`config.mk`:
```
export PLATFORM = sky130hd
export DESIGN_NAME = ttpu_ctrl
export DESIGN_NICKNAME = d
export VERILOG_FILES = /design/src/rtl/core/assert_macros.svh /design/src/rtl/core/ttpu_pkg.sv /design/src/rtl/core/ttpu_ctrl.sv
export SDC_FILE = /design/constraint.sdc
export NUM_CORES = 1
export LEC_CHECK = 0
export BUFFER_PORTS_ARGS = -buffer_cell sky130_fd_sc_hd__clkbuf_2
export CORE_AREA = 10 10 47 49
export DETAILED_ROUTE_END_ITERATION = 7
export DIE_AREA = 0 0 57 59
export SLEW_MARGIN = 20
export SYNTH_ARGS = -nofsm -noshare
export SYNTH_HDL_FRONTEND = slang
export SYNTH_SLANG_ARGS = --single-unit
```
`constraint.sdc`:
```
create_clock -name clk -period 3.9 [get_ports clk]
set_input_delay 0.78 -clock clk [delete_from_list [all_inputs] [get_ports clk]]
set_output_delay 0.78 -clock clk [all_outputs]
set_load 0.01 [all_outputs]
```
`src/rtl/core/assert_macros.svh`:
```
// Assertion helpers for the RTL
`ifndef ASSERT_MACROS_SVH
`define ASSERT_MACROS_SVH

// Implication checked every cycle outside reset
`define ASSERT_IMPL(label, clk, rst, ante, cons, msg) \
  label: assert property (@(posedge clk) disable iff (rst) (ante) |-> (cons)) \
    else $error(msg);

// Implication with the consequent checked in the next cycle
`define ASSERT_NEXT(label, clk, rst, ante, cons, msg) \
  label: assert property (@(posedge clk) disable iff (rst) (ante) |=> (cons)) \
    else $error(msg);

`endif

```
`src/rtl/core/ttpu_pkg.sv`:
```
`default_nettype none
package ttpu_pkg;

  typedef enum logic [1:0] {
    KIND_MEM = 2'd0,
    KIND_R   = 2'd1,
    KIND_D   = 2'd2,
    KIND_S   = 2'd3
  } kind_t;

  typedef enum logic [1:0] {
    OP_ADD   = 2'd0,
    OP_SET   = 2'd1,
    OP_CLEAR = 2'd2,
    OP_GET   = 2'd3
  } op_t;

  typedef enum logic [2:0] {
    ST_IDLE,
    ST_CLEAR,
    ST_READ,
    ST_WRITE,
    ST_DONE
  } state_t;

  // Decoded command
  typedef struct packed {
    logic       direct;
    logic       valid_op;
    op_t        op;
    kind_t      src;
    kind_t      dst;
    logic [3:0] width;
    logic       add;
    logic       guard;
  } cmd_t;

  // Controller to datapath
  typedef struct packed {
    logic clr_en;
    logic load;
    logic rd_mem;
    logic rd_reg;
    logic wr_mem;
    logic wr_reg;
    logic step_rst;
    logic step;
    logic finish;
  } ctl_t;

  // Datapath to controller
  typedef struct packed {
    logic clr_last;
    logic step_last;
    logic phase;
    logic src_mem;
    logic dst_mem;
    logic skip;
    logic noop;
  } sts_t;

  localparam logic [5:0] FUNC_FIRST_MOVE = 6'd14;
  localparam logic [5:0] FUNC_END        = 6'd38;

  function automatic cmd_t decode(input logic [5:0] f);
    cmd_t c;
    c = '0;
    c.valid_op = (f < FUNC_END);
    if (f < 6'd4) begin
      c.direct = 1'b1; c.dst = KIND_MEM; c.op = op_t'(f[1:0]);
    end else if (f < 6'd8) begin
      c.direct = 1'b1; c.dst = KIND_R; c.op = op_t'(f[1:0]);
    end else if (f < 6'd11) begin
      c.direct = 1'b1; c.dst = KIND_D; c.op = op_t'(2'(f - 6'd7));
    end else if (f < FUNC_FIRST_MOVE) begin
      c.direct = 1'b1; c.dst = KIND_S; c.op = op_t'(2'(f - 6'd10));
    end else begin
      c.op = OP_SET;
      unique case (f)
        6'd14: begin c.src = KIND_MEM; c.dst = KIND_R; c.width = 4'd1; c.add = 1'b1; end
        6'd15: begin c.src = KIND_MEM; c.dst = KIND_R; c.width = 4'd1; end
        6'd16: begin c.src = KIND_MEM; c.dst = KIND_R; c.width = 4'd4; c.add = 1'b1; end
        6'd17: begin c.src = KIND_MEM; c.dst = KIND_R; c.width = 4'd4; end
        6'd18: begin c.src = KIND_MEM; c.dst = KIND_R; c.width = 4'd2; end
        6'd19: begin c.src = KIND_R; c.dst = KIND_MEM; c.width = 4'd1; c.add = 1'b1; end
        6'd20: begin c.src = KIND_R; c.dst = KIND_MEM; c.width = 4'd1; end
        6'd21: begin
          c.src = KIND_R; c.dst = KIND_MEM; c.width = 4'd4; c.add = 1'b1; c.guard = 1'b1;
        end
        6'd22: begin c.src = KIND_R; c.dst = KIND_MEM; c.width = 4'd4; c.guard = 1'b1; end
        6'd23: begin c.src = KIND_R; c.dst = KIND_MEM; c.width = 4'd2; c.guard = 1'b1; end
        6'd24: begin c.src = KIND_R; c.dst = KIND_R; c.width = 4'd1; c.add = 1'b1; end
        6'd25: begin c.src = KIND_R; c.dst = KIND_R; c.width = 4'd1; end
        6'd26: begin c.src = KIND_MEM; c.dst = KIND_D; c.width = 4'd8; end
        6'd27: begin c.src = KIND_D; c.dst = KIND_MEM; c.width = 4'd8; c.guard = 1'b1; end
        6'd28: begin c.src = KIND_D; c.dst = KIND_R; c.width = 4'd1; end
        6'd29: begin c.src = KIND_R; c.dst = KIND_D; c.width = 4'd1; end
        6'd30: begin c.src = KIND_D; c.dst = KIND_D; c.width = 4'd1; end
        6'd31: begin c.src = KIND_D; c.dst = KIND_S; c.width = 4'd1; end
        6'd32: begin c.src = KIND_MEM; c.dst = KIND_S; c.width = 4'd4; end
        6'd33: begin c.src = KIND_S; c.dst = KIND_MEM; c.width = 4'd4; c.guard = 1'b1; end
        6'd34: begin c.src = KIND_S; c.dst = KIND_R; c.width = 4'd1; end
        6'd35: begin c.src = KIND_R; c.dst = KIND_S; c.width = 4'd1; end
        6'd36: begin c.src = KIND_S; c.dst = KIND_S; c.width = 4'd1; end
        6'd37: begin c.src = KIND_S; c.dst = KIND_D; c.width = 4'd1; end
        default: c.valid_op = 1'b0;
      endcase
    end
    return c;
  endfunction

endpackage
`default_nettype wire

```
`src/rtl/core/ttpu_ctrl.sv`:
```
`default_nettype none
module ttpu_ctrl
  import ttpu_pkg::*;
(
  input  wire logic clk,
  input  wire logic rst,
  input  wire logic in_valid,
  output logic      in_ready,
  output logic      out_valid,
  input  wire logic out_ready,
  input  wire sts_t sts,
  output ctl_t      ctl
);

  state_t state, state_next;

  // Hold state
  always_ff @(posedge clk) begin
    if (rst) state <= ST_CLEAR;
    else     state <= state_next;
  end

  // Clear after reset, then sequence one transaction: read pass, then write pass, or skip both
  always_comb begin
    state_next = state;
    ctl = '0;
    in_ready = 1'b0;
    out_valid = 1'b0;
    unique case (state)
      ST_CLEAR: begin
        ctl.clr_en = 1'b1;
        if (sts.clr_last) state_next = ST_IDLE;
      end
      ST_IDLE: begin
        in_ready = 1'b1;
        if (in_valid) begin
          ctl.load = 1'b1;
          state_next = ST_READ;
        end
      end
      ST_READ: begin
        if (sts.noop || sts.skip) begin
          ctl.finish = 1'b1;
          state_next = ST_DONE;
        end else if (sts.src_mem) begin
          ctl.rd_mem = 1'b1;
          ctl.step = 1'b1;
          if (sts.step_last && sts.phase) begin
            ctl.step_rst = 1'b1;
            state_next = ST_WRITE;
          end
        end else begin
          ctl.rd_reg = 1'b1;
          ctl.step_rst = 1'b1;
          state_next = ST_WRITE;
        end
      end
      ST_WRITE: begin
        if (sts.dst_mem) begin
          ctl.wr_mem = 1'b1;
          ctl.step = 1'b1;
          if (sts.step_last && sts.phase) begin
            ctl.finish = 1'b1;
            state_next = ST_DONE;
          end
        end else begin
          ctl.wr_reg = 1'b1;
          ctl.finish = 1'b1;
          state_next = ST_DONE;
        end
      end
      ST_DONE: begin
        out_valid = 1'b1;
        if (out_ready) state_next = ST_IDLE;
      end
      default: state_next = ST_IDLE;
    endcase
  end

endmodule
`default_nettype wire

```
Yosys cells after proc, flatten, opt, wreduce, memory -nomap -nowiden
Index checks and enable logic that the tools add are counted.

operators by class
  reductions and logical operators = 4
  bitwise logic cells = 0
  shift operators = 0
  $mul = 0
  order comparisons = 0
  multiplexer cells = 28
  add/sub/neg operators = 0
  equal/unequal tests = 9
  divide/modulo/power cells = 0

operators with widths
  cell                                                                    number
  3-bit 2-to-1 mux                                                        8
  3-bit case mux with 5 select lines                                      1
  1-bit 2-to-1 mux                                                        14
  2-bit 2-to-1 mux                                                        4
  3-bit by 2-bit equality test with 1-bit output (second input constant)  2
  2-bit inequality test (second input constant)                           3
  5-bit AND reduction                                                     1
  4-bit inequality test (second input constant)                           1
  2-bit case mux with 2 select lines                                      1
  3-bit by 1-bit equality test with 1-bit output (second input constant)  1
  3-bit equality test (second input constant)                             1
  3-bit zero test                                                         1
  3-bit inequality test (second input constant)                           1
  1-bit logical AND                                                       1
  1-bit logical OR                                                        1

word-level totals
  memories = 0
  flip-flop bits (word level) = 3
  bits of input ports = 11
  RAM bits = 0
  word-level logic and storage cells = 42
  output and inout port bits = 11
  memory bits (read-only) = 0
  bits in latches = 0

Logic depth before layout (Yosys ltp)
  depth after elaboration = 5
  depth in mapped cells = 5

Worst setup path after synthesis
No wires, ideal clock.

  kind = input -> output
  start = input port sts[1] (netlist bit)
  end = output port ctl[1] (netlist bit)
  buffers on the path = 0
  stages = 3
  data required time = 3120 ps
  arrival time = 1398 ps
  slack = 1722 ps
  cells stage by stage = nor3_2 > and3_1 > or2_1

RTL lines
  item                RTL line         text
  start: declaration  ttpu_ctrl.sv:11  input wire sts_t sts,
  end: declaration    ttpu_ctrl.sv:12  output ctl_t ctl

==> qor.csv <==
metric;value;unit
later-pin clock latency in the skew report;0.23;ns
Worst Setup Start Kind;input port;
largest stage delay on the critical path;0.25;ns
unrepaired setup endpoints after global routing;no;
number of buffers inserted by port buffering;21;
detail-routed net length per standard cell;12.1;µm
maximum net fanout on the critical path;4;
DRC Markers;0;
critical path required time;3.12;ns
Num CTS Buffers;3;
Critical Path Most Common Cell;clkbuf_2;
vias in the first global route;387;
WP buf/inv;2;
endpoint of the worst-slack reg-to-reg timing path;state[2];
reported leakage power;0.000227;µW
Post-Synthesis Mean Instance Area;8.15;µm²
clock sink count;3;
worst clock skew;0.00138;ns
hold path startpoint;state[1];
TritonCTS clock tree;yes;
Global Route met1 Usage;6.44;%
data arrival time at the worst-slack endpoint;1.57;ns
iteration count of the initial detailed-routing pass;4;
yosys warns;0;
wire length reported by the detailed router;942;µm
largest registers;state x3;
sequential cell area fraction in the yosys report;18.9;%
post-CTS sizing;0;
result of the run;completed;
synthesized netlist net count;50;
Antenna diodes;0;
Crit Path Category;input port to output pin;
number of distinct library cells after synthesis;26;
Tot GR Track Use;6.10;%
area overhead of the layout relative to synthesis;40.6;%
most instantiated cells after synthesis;and3_1 (3), dfxtp_1 (3), nand2_1 (3), nor2_1 (3);
Max-Cap Viols;0;
Worst Setup Slack post-DPL;1.53;ns
final hold violation count;0;
number of synthesized flops with an enable pin;0;
launch instance of the worst register-to-register path;state[0];
gpl congestion;0.767;
Sequential Area;60.1;µm²
P per Cell Area;354;mW/mm²
dominant cell type by area after synthesis;dfxtp_1;
Die W;57;µm
H-Tree Depth;1;
category of cells accounting for the largest share of critical-path delay;simple AND/OR/NAND/NOR gates;
max FFs per register;3;
sort of element at the end of the critical path;output pin;
Syn Std Cell Area;318;µm²
DRC marker count from the first detailed-route iteration;4;
sum of overflow across all layers after global routing;0;
number of flip-flops and latches in the synthesized netlist;3;
starting density of the core;22.7;%
global-route layer with the greatest usage;met2;
Largest Register;state;
most frequently used flop master after synthesis;dfxtp_1;
final setup slack of the worst path;1.55;ns
Layout Utilization;31.9;%
final critical delay including setup and external delays;2.35;ns
routed vias;366;
r2r setup slk;2.37;ns
post-synth top area share;18.9;%
combined area of the multi-input logic cells;235;µm²
clock-pin slew on the worst setup and hold paths;0.03;ns
asr flop ratio synth;0;%
antenna violations before repair;0;
Worst path slowest cell;nor3_2;
half-perimeter wire length after placement;776;µm
ANT nets after route;0;
highest attainable clock frequency;425;MHz
Hold Worst Slack;0.655;ns
count of cells along the worst register-to-register path;4;
Worst Max-Slew Pin Slew;0.330;ns
placement-stage cell area;420;µm²
met2 Track Usage GR;8.99;%
VDD IR-drop max;90.1;µV
worst hold path cell count;3;
Setup Viol. Count Final;0;
maximum clock insertion buffer count;2;
die height;59;µm
die area;0.00336;mm²
number of placed I/O pins;22;
cell-by-cell listing of the critical path;clkbuf_2, nor3_2, and3_1, or2_1, clkbuf_2;
number of buffers inserted to repair setup after CTS;0;
root buf cell;clkbuf_4;
final cell area excluding filler cells;447;µm²
share of cells above drive strength 1;48.4;%
remaining max-slew budget at the tightest pin;77.7;%
number of rows created at floorplan;14;
dominant cells by area after synthesis;dfxtp_1 (19%), buf_6 (7.1%), mux2i_1 (6.3%);
worst min path class;flop to flop;
number of max-slew violations in the final report;0;
first-pass GRT wire length;1690;µm
hold path endpoint;state[1];
Mapped Cells;39;
met3 global-route usage;3.00;%
largest net degree at the start of global routing;12;
net total in the final layout;74;
period utilization;60.3;%
quantity of hold-fixing buffers added after cts;0;
area of the placeable core;0.00140;mm²
number of filler cells placed in the layout;163;
via count normalized by instance count;4.69;
Total Negative Setup Slacks;0;ns
routing by layer:
layer | wire length, µm | vias up
li1 | - | 188
met1 | 421 | 163
met2 | 429 | 15
met3 | 90 | 0
met4 | 0 | 0
met5 | 0 | -
metrics by stage:
stage / total power (µW) / cells
6_report: 158 / 78
5_1_grt: 172 / 78
4_1_cts: 162 / 78
3_5_place_dp: 106 / 74
3_3_place_gp: 106 / 74
2_1_floorplan: 87.8 / 39
cells by family after synthesis:
family,after synthesis,share of synthesized area [%]
and+or+nand+nor,24,48.0
AOI/OAI and AO/OA,7,16.1
muxes,3,9.84
DFF,3,18.9
buffers and inverters,2,7.09
cells in the final DEF, fill, tap and decap left out:
cell type	count
nand2_2	1
dfxtp_1	3
mux2_1	1
o21bai_1	1
clkbuf_2	21
nor2b_1	1
and3b_2	1
nor3_2	1
nor3b_1	1
nand2b_1	1
mux2i_1	2
a21oi_2	1
nor3_1	2
a21oi_1	1
or2_1	1
or2b_1	1
nand2_1	3
clkbuf_4	3
and3_1	3
nor4b_1	1
o211ai_2	1
clkbuf_1	1
and2_1	2
a31oi_1	2
o21ai_0	1
nor2_1	3
nor2b_4	1
nand4_1	1
worst min-delay path, delay by kind of cell (launching register included):
family	cells	cell delay, ns
compound gates	1	0.10
flops	1	0.36
mux	1	0.11
simple gates	1	0.05
how the worst max path moves through the flow:
stage | cells after the start | slack [ns] | startpoint | to
floorplan | 3 | 1.72 | sts[1] | ctl[1]
global placement | 5 | 1.55 | sts[1] | ctl[1]
detailed placement | 5 | 1.53 | sts[1] | ctl[1]
CTS | 5 | 1.53 | sts[1] | ctl[1]
global route | 5 | 1.44 | sts[1] | ctl[1]
finish | 5 | 1.55 | sts[1] | ctl[1]
cell type report:
| cell class | instances | share of cell area, % |
|---|---|---|
| multi-input combinational | 34 | 52.7 |
| sequential | 3 | 13.4 |
| timing repair buffer | 21 | 23.5 |
| tap | 16 | 4.48 |
| clock buffer | 4 | 5.88 |
report_power, final:
group          leakage [µW]  switching [µW]  internal [µW]  total (µW)
Combinational      0.000187            29.8           30.2        60.0
Sequential        0.0000247            9.56           35.1        44.6
Clock             0.0000150            15.1           38.3        53.4
Total              0.000227            54.5            104         158
Note: power is estimated with default switching activity, not from simulation.
